`config.mk`:
```
export PLATFORM = sky130hd
export DESIGN_NAME = line_rasterizer_unit
export DESIGN_NICKNAME = d
export VERILOG_FILES = /design/src/rtl/lru_pkg.sv /design/src/rtl/lru_front.sv /design/src/rtl/lru_queue.sv /design/src/rtl/lru_back.sv /design/src/rtl/line_rasterizer_unit.sv
export SDC_FILE = /design/constraint.sdc
export NUM_CORES = 1
export LEC_CHECK = 0
export ABC_CLOCK_PERIOD_IN_PS = 6050
export BUFFER_PORTS_ARGS = -buffer_cell sky130_fd_sc_hd__buf_2
export CELL_PAD_IN_SITES_DETAIL_PLACEMENT = 0
export CELL_PAD_IN_SITES_GLOBAL_PLACEMENT = 1
export CORE_UTILIZATION = 50
export CTS_BUF_LIST = sky130_fd_sc_hd__clkbuf_4 sky130_fd_sc_hd__clkbuf_8 sky130_fd_sc_hd__clkbuf_16
export DETAILED_ROUTE_END_ITERATION = 6
export PLACE_DENSITY = 0.92
export SLEW_MARGIN = 20
export SYNTH_ARGS = -nofsm -noshare
export SYNTH_HDL_FRONTEND = slang
export SYNTH_SLANG_ARGS = --single-unit
```
`constraint.sdc`:
```
create_clock -name clock -period 6.05 [get_ports clock]
set_input_delay 1.21 -clock clock [delete_from_list [all_inputs] [get_ports clock]]
set_output_delay 1.21 -clock clock [all_outputs]
set_load 0.02 [all_outputs]
```
`src/rtl/lru_pkg.sv`:
```
// Shared widths and the command record for the line rasteriser.
// No dependencies; used by every module of the block.
package lru_pkg;

   localparam int COORD_BITS    = 6;
   // Error term spans roughly -2*span .. +2*span, so three bits over a coordinate
   localparam int ERR_BITS      = COORD_BITS + 3;
   localparam int REQ_DATA_BITS = ((4 * COORD_BITS + 7) / 8) * 8;
   localparam int RSP_DATA_BITS = ((2 * COORD_BITS + 7) / 8) * 8;
   // Queue depth must stay a power of two so the pointers wrap on their own
   localparam int QUEUE_DEPTH   = 2;
   localparam int QPTR_BITS     = $clog2(QUEUE_DEPTH);
   localparam int QCNT_BITS     = $clog2(QUEUE_DEPTH + 1);

   typedef logic [COORD_BITS-1:0]      coord_type;
   typedef logic signed [ERR_BITS-1:0] err_type;

   typedef struct packed {
      coord_type x;
      coord_type y;
      err_type   err;
      err_type   inc_major;
      err_type   inc_minor;
      coord_type steps;
      logic      neg_x;
      logic      neg_y;
      logic      x_major;
   } cmd_type;

endpackage

```
`src/rtl/lru_front.sv`:
```
// Front end: unpacks a line transaction and classifies it (octant, spans, error setup).
// Depends on lru_pkg.
module lru_front
   import lru_pkg::*;
(
   input  logic [REQ_DATA_BITS-1:0] req_data,
   output cmd_type                  cmd
);

   coord_type xs, ys, xe, ye;
   coord_type dx, dy;
   logic      neg_x, neg_y, x_major;
   err_type   dx_e, dy_e;

   always_comb begin
      xs = req_data[COORD_BITS-1:0];
      ys = req_data[2*COORD_BITS-1:COORD_BITS];
      xe = req_data[3*COORD_BITS-1:2*COORD_BITS];
      ye = req_data[4*COORD_BITS-1:3*COORD_BITS];

      neg_x   = (xe < xs);
      neg_y   = (ye < ys);
      dx      = neg_x ? (xs - xe) : (xe - xs);
      dy      = neg_y ? (ys - ye) : (ye - ys);
      x_major = (dx > dy);

      dx_e = signed'({3'b000, dx});
      dy_e = signed'({3'b000, dy});

      cmd.x       = xs;
      cmd.y       = ys;
      cmd.neg_x   = neg_x;
      cmd.neg_y   = neg_y;
      cmd.x_major = x_major;
      if (x_major) begin
         cmd.inc_minor = (dy_e - dx_e) <<< 1;
         cmd.inc_major = dy_e <<< 1;
         cmd.err       = (dy_e <<< 1) - dx_e;
         cmd.steps     = dx;
      end else begin
         cmd.inc_minor = (dx_e - dy_e) <<< 1;
         cmd.inc_major = dx_e <<< 1;
         cmd.err       = (dx_e <<< 1) - dy_e;
         cmd.steps     = dy;
      end
   end

endmodule

```
`src/rtl/lru_queue.sv`:
```
// Short command queue between the front end and the pixel stepper.
// Depends on lru_pkg.
module lru_queue
   import lru_pkg::*;
(
   input  logic    clock,
   input  logic    reset,
   input  logic    push,
   input  cmd_type push_cmd,
   output logic    full,
   input  logic    pop,
   output logic    empty,
   output cmd_type head_cmd
);

   cmd_type               mem_ff [QUEUE_DEPTH];
   logic [QPTR_BITS-1:0]  wr_ptr_ff, wr_ptr_in;
   logic [QPTR_BITS-1:0]  rd_ptr_ff, rd_ptr_in;
   logic [QCNT_BITS-1:0]  count_ff, count_in;
   logic                  do_push, do_pop;

   assign full     = (count_ff == QCNT_BITS'(QUEUE_DEPTH));
   assign empty    = (count_ff == '0);
   assign head_cmd = mem_ff[rd_ptr_ff];
   assign do_push  = push && !full;
   assign do_pop   = pop && !empty;

   always_comb begin
      wr_ptr_in = do_push ? wr_ptr_ff + 1'b1 : wr_ptr_ff;
      rd_ptr_in = do_pop  ? rd_ptr_ff + 1'b1 : rd_ptr_ff;
      count_in  = count_ff;
      if (do_push && !do_pop) begin
         count_in = count_ff + 1'b1;
      end else if (do_pop && !do_push) begin
         count_in = count_ff - 1'b1;
      end
   end

   always_ff @(posedge clock) begin
      if (do_push) begin
         mem_ff[wr_ptr_ff] <= push_cmd;
      end
   end

   always_ff @(posedge clock) begin
      if (reset) begin
         wr_ptr_ff <= '0;
         rd_ptr_ff <= '0;
         count_ff  <= '0;
      end else begin
         wr_ptr_ff <= wr_ptr_in;
         rd_ptr_ff <= rd_ptr_in;
         count_ff  <= count_in;
      end
   end

endmodule

```
`src/rtl/lru_back.sv`:
```
// Back end: steps one queued command pixel by pixel into an output register.
// Depends on lru_pkg.
module lru_back
   import lru_pkg::*;
(
   input  logic      clock,
   input  logic      reset,
   input  logic      cmd_valid,
   input  cmd_type   cmd,
   output logic      cmd_pop,
   output logic      out_valid,
   input  logic      out_ready,
   output coord_type out_x,
   output coord_type out_y,
   output logic      out_last
);

   logic      busy_ff, busy_in;
   coord_type cur_x_ff, cur_x_in;
   coord_type cur_y_ff, cur_y_in;
   err_type   err_ff, err_in;
   err_type   inc_major_ff, inc_major_in;
   err_type   inc_minor_ff, inc_minor_in;
   coord_type steps_ff, steps_in;
   logic      neg_x_ff, neg_x_in;
   logic      neg_y_ff, neg_y_in;
   logic      x_major_ff, x_major_in;

   logic      valid_ff, valid_in;
   coord_type px_ff, py_ff;
   logic      plast_ff;

   logic      out_free, emit, finishing, load, minor;

   assign out_free  = !valid_ff || out_ready;
   assign emit      = busy_ff && out_free;
   assign finishing = emit && (steps_ff == '0);
   // Take the next command in the cycle that sends the last pixel of this one
   assign load      = cmd_valid && (!busy_ff || finishing);
   assign minor     = !err_ff[ERR_BITS-1];
   assign cmd_pop   = load;

   always_comb begin
      busy_in      = busy_ff;
      cur_x_in     = cur_x_ff;
      cur_y_in     = cur_y_ff;
      err_in       = err_ff;
      inc_major_in = inc_major_ff;
      inc_minor_in = inc_minor_ff;
      steps_in     = steps_ff;
      neg_x_in     = neg_x_ff;
      neg_y_in     = neg_y_ff;
      x_major_in   = x_major_ff;

      if (load) begin
         busy_in      = 1'b1;
         cur_x_in     = cmd.x;
         cur_y_in     = cmd.y;
         err_in       = cmd.err;
         inc_major_in = cmd.inc_major;
         inc_minor_in = cmd.inc_minor;
         steps_in     = cmd.steps;
         neg_x_in     = cmd.neg_x;
         neg_y_in     = cmd.neg_y;
         x_major_in   = cmd.x_major;
      end else if (finishing) begin
         busy_in = 1'b0;
      end else if (emit) begin
         err_in   = err_ff + (minor ? inc_minor_ff : inc_major_ff);
         steps_in = steps_ff - 1'b1;
         if (x_major_ff || minor) begin
            cur_x_in = neg_x_ff ? cur_x_ff - 1'b1 : cur_x_ff + 1'b1;
         end
         if (!x_major_ff || minor) begin
            cur_y_in = neg_y_ff ? cur_y_ff - 1'b1 : cur_y_ff + 1'b1;
         end
      end

      valid_in = emit ? 1'b1 : (out_ready ? 1'b0 : valid_ff);
   end

   always_ff @(posedge clock) begin
      if (reset) begin
         busy_ff    <= 1'b0;
         valid_ff   <= 1'b0;
         cur_x_ff   <= '0;
         cur_y_ff   <= '0;
         err_ff     <= '0;
         steps_ff   <= '0;
         neg_x_ff   <= 1'b0;
         neg_y_ff   <= 1'b0;
         x_major_ff <= 1'b0;
      end else begin
         busy_ff    <= busy_in;
         valid_ff   <= valid_in;
         cur_x_ff   <= cur_x_in;
         cur_y_ff   <= cur_y_in;
         err_ff     <= err_in;
         steps_ff   <= steps_in;
         neg_x_ff   <= neg_x_in;
         neg_y_ff   <= neg_y_in;
         x_major_ff <= x_major_in;
      end
   end

   always_ff @(posedge clock) begin
      inc_major_ff <= inc_major_in;
      inc_minor_ff <= inc_minor_in;
      if (emit) begin
         px_ff    <= cur_x_ff;
         py_ff    <= cur_y_ff;
         plast_ff <= (steps_ff == '0);
      end
   end

   assign out_valid = valid_ff;
   assign out_x     = px_ff;
   assign out_y     = py_ff;
   assign out_last  = plast_ff;

endmodule

```
`src/rtl/line_rasterizer_unit.sv`:
```
// Bresenham line rasteriser: one line transaction in, 1 + max(|dx|,|dy|) pixels out.
// Path: a line goes through the queue, the stepper state and the output register to rsp_tvalid.
// Throughput: one pixel per cycle from the stepper's error update loop if rsp_tready is high;
// back-to-back lines run without a gap, up to 64 pixels each, behind a 2-entry command queue.
// Reset: synchronous, active high; empties the queue, stops the stepper, drops rsp_tvalid.
module line_rasterizer_unit
   import lru_pkg::*;
(
   input  logic                     clock,
   input  logic                     reset,
   input  logic                     req_tvalid,
   output logic                     req_tready,
   input  logic [REQ_DATA_BITS-1:0] req_tdata,  // x_start, y_start, x_end, y_end
   output logic                     rsp_tvalid,
   input  logic                     rsp_tready,
   output logic [RSP_DATA_BITS-1:0] rsp_tdata,  // pixel_x, pixel_y, zero pad
   output logic                     rsp_tlast   // last_pixel
);

   cmd_type   front_cmd, head_cmd;
   logic      q_full, q_empty, q_pop;
   coord_type pix_x, pix_y;

   lru_front u_front (
      .req_data (req_tdata),
      .cmd      (front_cmd)
   );

   lru_queue u_queue (
      .clock    (clock),
      .reset    (reset),
      .push     (req_tvalid),
      .push_cmd (front_cmd),
      .full     (q_full),
      .pop      (q_pop),
      .empty    (q_empty),
      .head_cmd (head_cmd)
   );

   lru_back u_back (
      .clock     (clock),
      .reset     (reset),
      .cmd_valid (!q_empty),
      .cmd       (head_cmd),
      .cmd_pop   (q_pop),
      .out_valid (rsp_tvalid),
      .out_ready (rsp_tready),
      .out_x     (pix_x),
      .out_y     (pix_y),
      .out_last  (rsp_tlast)
   );

   assign req_tready = !q_full;
   assign rsp_tdata  = RSP_DATA_BITS'({pix_y, pix_x});

endmodule

```
* Yosys cells after proc, flatten, opt, wreduce, memory -nomap -nowiden *
Memory sizes are Yosys's and may differ from the RTL's. A register that Yosys moved wholly into a read port is not among the register bits.
Cells that the tools add are included.

word-level totals
  register bits after elaboration = 67
  memory bits (writable) = 96
  input bits = 28
  output and inout port bits = 19
  logic and storage cells = 101
  memories kept = 1

memory list
  name            depth  width  rd ports  clocked after memory_dff  write ports  RTL line         text
  u_queue.mem_ff  2      48     1         1                         1            lru_queue.sv:16  cmd_type mem_ff [QUEUE_DEPTH];

cells by class
  add/subtract/negate cells = 18
  $lt $le $gt $ge = 3
  equality and inequality tests = 2
  muxes and demuxes = 30
  reductions and logical operators = 30

operators with widths
  kind                                                                count
  6-bit two-way mux                                                   15
  9-bit two-way mux                                                   4
  33-bit two-way mux                                                  1
  6-bit subtractor                                                    4
  6-bit by 1-bit subtractor with 6-bit output, second input constant  3
  7-bit by 6-bit subtractor with 8-bit output                         2
  6-bit by 6-bit subtractor with 7-bit output                         2
  6-bit by 1-bit adder with 6-bit output, second input constant       2
  6-bit less-than comparator                                          2
  2-bit nonzero test                                                  6
  9-bit adder                                                         1
  1-bit zero test                                                     8
  1-bit two-way mux                                                   8
  1-bit logical AND                                                   7
  6-bit greater-than comparator                                       1
  6-bit zero test                                                     1
  3-bit AND reduction                                                 2
  1-bit logical OR                                                    4
  2-bit two-way mux                                                   2
  1-bit adder, second input constant                                  2
  2-bit by 1-bit adder with 2-bit output, second input constant       1
  2-bit equality test, second input constant                          1
  2-bit zero test                                                     1
  2-bit inequality test, second input constant                        1
  2 further kinds                                                     2

* Longest topological paths before layout *
  word-level depth = 10
  mapped depth = 21

* Modules after synthesis *
Synthesis repeated with hierarchy kept, for this count alone.

unflattened totals
  cells, all modules = 808
  area total of the unflattened synthesis = 9356.5 µm²

modules (own cells, without submodules)
  module                instances  cells each  area each (µm²)
  lru_queue             1          174         3681.0
  lru_back              1          322         3358.2
  lru_front             1          305         2275.9
  line_rasterizer_unit  1          7           41.3

* Least setup slack after synthesis *
Ideal clock, no wire load.

  path type = input to register
  start = in req_tdata[18]
  end = mem u_queue.mem_ff[0][28] in the netlist's numbering (data pin)
  arrival = 4.893 ns
  data required time = 5.788 ns
  setup slack = 0.895 ns
  cell stages on the path = 17
  path buffers = 1
  cell sequence = inv_1 -> ha_1 -> inv_1 -> fa_1 -> a21o_1 -> a41oi_2 -> a21oi_1 -> o311ai_0 -> nand2_1 -> and3_1 -> xnor2_1 -> inv_1 -> ha_1 -> or4_1 -> nand3_4 -> buf_12 -> mux2_2

RTL lines
  element             RTL line                    text
  start: declaration  line_rasterizer_unit.sv:13  input logic [REQ_DATA_BITS-1:0] req_tdata,
  end: declaration    lru_queue.sv:16

==> reports/results.tsv <==
metric	value	unit
NumNets Final	873	
RR Startpoint	u_back.err_ff[8]$_SDFFE_PP0P_	
CP max FO	17	
Tot Pwr	5160	uW
Pint	3270	uW
Hold Path Class	reg2reg	
r2r setup slk	2940	ps
DR DRC count	0	
Reg power frac	33.2	%
TNS Setup	0	ps
top-count cell post-synth	edfxtp_1	
initial antenna violation count	0	
drt first pass iters	7	
final worst-path cycle share	84.8	%
boundary pin count	47	
routed vias/inst	5.59	
actual slew at the worst max-slew pin	1060	ps
Max-cap violations	0	
Remaining Overflow, GRT	0	
Hold WS	466	ps
Worst R2R Path Depth	12	
via count	5637	
fraction of layout cells with a size suffix above 1	17.2	%
GRT Total Usage	21.7	%
dominant synthesized flop cell	edfxtp_1	
Crit path arrival time	5290	ps
P per Cell Area	550	nW/um^2
Buffers on Ports	42	
setup violators final	0	
floorplan row count	46	
WS Path Type	in2reg	
Synth cell types	74	
Sink Count	144	
FF+latch count, synth	144	
Die Wd	131	um
Clk network pwr share	23.0	%
critical path endpoint category	flop	
post-synth top area cell	edfxtp_1	
Util after Layout	58.6	%
vias in the first global route	5619	
endpoints failing hold	0	
fin worst setup slack	920	ps
clock latency on the worst-skew pair	420	ps
fmax	195	MHz
Min Clock Period, post-route	5130	ps
drt first-iter violations	491	
HPWL after DPL	12100	um
area of the core	16000	sq um
deepest clock path buffer count	2	
Synth Cell Area	8260	sq um
dpl ws	528	ps
CP startpoint kind	input pin	
full die area	17000	sq um
CTS hold repair buffers	0	
Post-synth ARST share	0	%
Rel. slew slack	29.4	%
crit path capture	u_queue.mem_ff[1][13]$_DFFE_PP_	
CTS buffer count	17	
Clock H-tree levels	4	
starting density of the core	51.6	%
final WL	17400	um
post-route ant nets	0	
P_sw	1880	uW
Area Overhead vs Synth	13.4	%
RSZ-0062 raised after global routing	no	
Yosys top cell area share	39.3	%
ant diodes	0	
Yosys Warn Count	0	
sequential share of the synthesized area	48.0	%
GP Congestion	0.894	
synth top area cells	edfxtp_1, ha_1, dfxtp_1	
Crit. Startpoint	req_tdata[12]	
max-slew violation count	0	
Post-synth top cells	edfxtp_1, inv_1, nor2_1	
Mapped Avg Cell Area	11.3	sq um
CP required	6210	ps
post-CTS setup buffers	0	
Sw Share	36.5	%
first-pass GRT wire length	28000	um
clk_skew	8.05	ps
cell count after synthesis	734	
PostCTS Resize Cnt	0	
VDD IR max	274	uV
Worst-path clk slew	60	ps
combinational power share	43.8	%
EDFF count, synth	108	
CTS root buf	clkbuf_16	
die height	131	um
status	finished clean	
routed length per instance	17.2	um
TritonCTS clock tree	done	
Leakage	0.00385	uW
pin count of the biggest net entering global routing	59	
Crit Reg-Reg Endpoint	u_back.err_ff[8]$_SDFFE_PP0P_	
## per-stage QoR
| step | area [sq um] | instances |
|---|---|---|
| floorplan | 8270 | 737 |
| global placement | 8690 | 976 |
| detailed placement | 8690 | 976 |
| CTS | 9370 | 1008 |
| global route | 9370 | 1008 |
| finish | 9370 | 1008 |
## flip-flops by register name, summed over array words and instances (netlist names), named ones only
signal and count:
u_back.inc_minor_ff 7, u_back.inc_major_ff 6, u_queue.mem_ff 82, u_back.cur_x_ff 6
u_back.out_last 1, u_back.x_major_ff 1, u_queue.count_ff 2, u_back.steps_ff 6
u_back.out_valid 1, u_back.out_x 6, u_back.neg_y_ff 1, u_back.err_ff 8
u_queue.wr_ptr_ff 1, u_back.cur_y_ff 6, u_back.neg_x_ff 1, u_back.out_y 6
u_queue.rd_ptr_ff 1, u_back.busy_ff 1
## power groups by stage
stage	registers, uW	clock network, uW	logic [uW]
2_1_floorplan	1720	0	1710
5_1_grt	1750	1250	2490
3_3_place_gp	1710	0	2150
3_5_place_dp	1730	0	2220
4_1_cts	1710	1200	2260
6_report	1710	1190	2260
## worst max-delay path, cell delays in order
cell and delay [ps]:
buf_2 100, inv_1 50, ha_1 160, inv_1 60, fa_1 450, a211oi_4 310, o21ai_4 160, a211oi_1 270
o21ai_0 160, a21oi_1 230, nor2_1 70, o22ai_1 410, ha_1 380, nand4_1 150, nor2_1 90, a31oi_4 240
nand3_4 260, buf_12 240, a21oi_1 180, xnor2_1 110
## kinds of logic (layout without fill, tap and decap cells)
group                      count (synthesis)  in the layout  share of synthesized area (%)
adders and majority gates                 69             69                           11.0
DFF                                      144            144                           48.0
other                                      1              4                         0.0454
and+or+nand+nor                          137            137                           7.91
AOI/OAI and AO/OA                        176            176                           15.3
muxes                                     55             55                           7.16
buffers and inverters                    104            159                           5.41
xor gates and xnor gates                  48             48                           5.18
## cell usage in the layout (no fill, tap or decap), drive strengths merged, types with 5 or more instances in the layout
cell / synthesis / routed
a211oi: 35 / 35
a21o: 23 / 23
a21oi: 44 / 44
a31oi: 10 / 10
buf: 14 / 53
bufinv: 0 / 6
clkbuf: 16 / 21
clkinv: 1 / 6
dfxtp: 36 / 36
edfxtp: 108 / 108
fa: 7 / 7
ha: 59 / 59
inv: 73 / 72
mux2: 23 / 23
mux2i: 32 / 32
nand2: 29 / 29
nand3: 6 / 6
nor2: 63 / 63
nor2b: 14 / 14
nor3: 5 / 5
o211ai: 6 / 6
o21ai: 30 / 30
or3: 5 / 5
xnor2: 31 / 31
xor2: 17 / 17
## layer usage
metal / routed length [um] / GRT usage [%]
met2: 8500 / 36.2
met1: 7750 / 27.4
met4: 430 / 9.06
met3: 708 / 4.60
met5: 0 / 0
## final cells by class
type	instances	area (sq um)
clock buffers	21	468
clock inverters	11	210
fillers	1304	6630
inverters	74	280
multi-input cells	489	3870
flip-flops and latches	144	3970
well taps	216	270
repair buffers	53	305
## worst min path at each step
stage                                         start  slack [ps]                        end  cells past startpoint
floorplan           u_back.cur_x_ff[5]$_SDFFE_PP0P_         430  u_back.out_x[5]$_DFFE_PP_                      0
global placement    u_back.cur_x_ff[5]$_SDFFE_PP0P_         430  u_back.out_x[5]$_DFFE_PP_                      0
detailed placement  u_back.cur_x_ff[2]$_SDFFE_PP0P_         460  u_back.out_x[2]$_DFFE_PP_                      0
CTS                 u_back.cur_x_ff[2]$_SDFFE_PP0P_         470  u_back.out_x[2]$_DFFE_PP_                      0
global route        u_back.cur_y_ff[5]$_SDFFE_PP0P_         490  u_back.out_y[5]$_DFFE_PP_                      0
finish              u_back.cur_y_ff[5]$_SDFFE_PP0P_         470  u_back.out_y[5]$_DFFE_PP_                      0
Note: power is estimated with default switching activity, not from simulation.
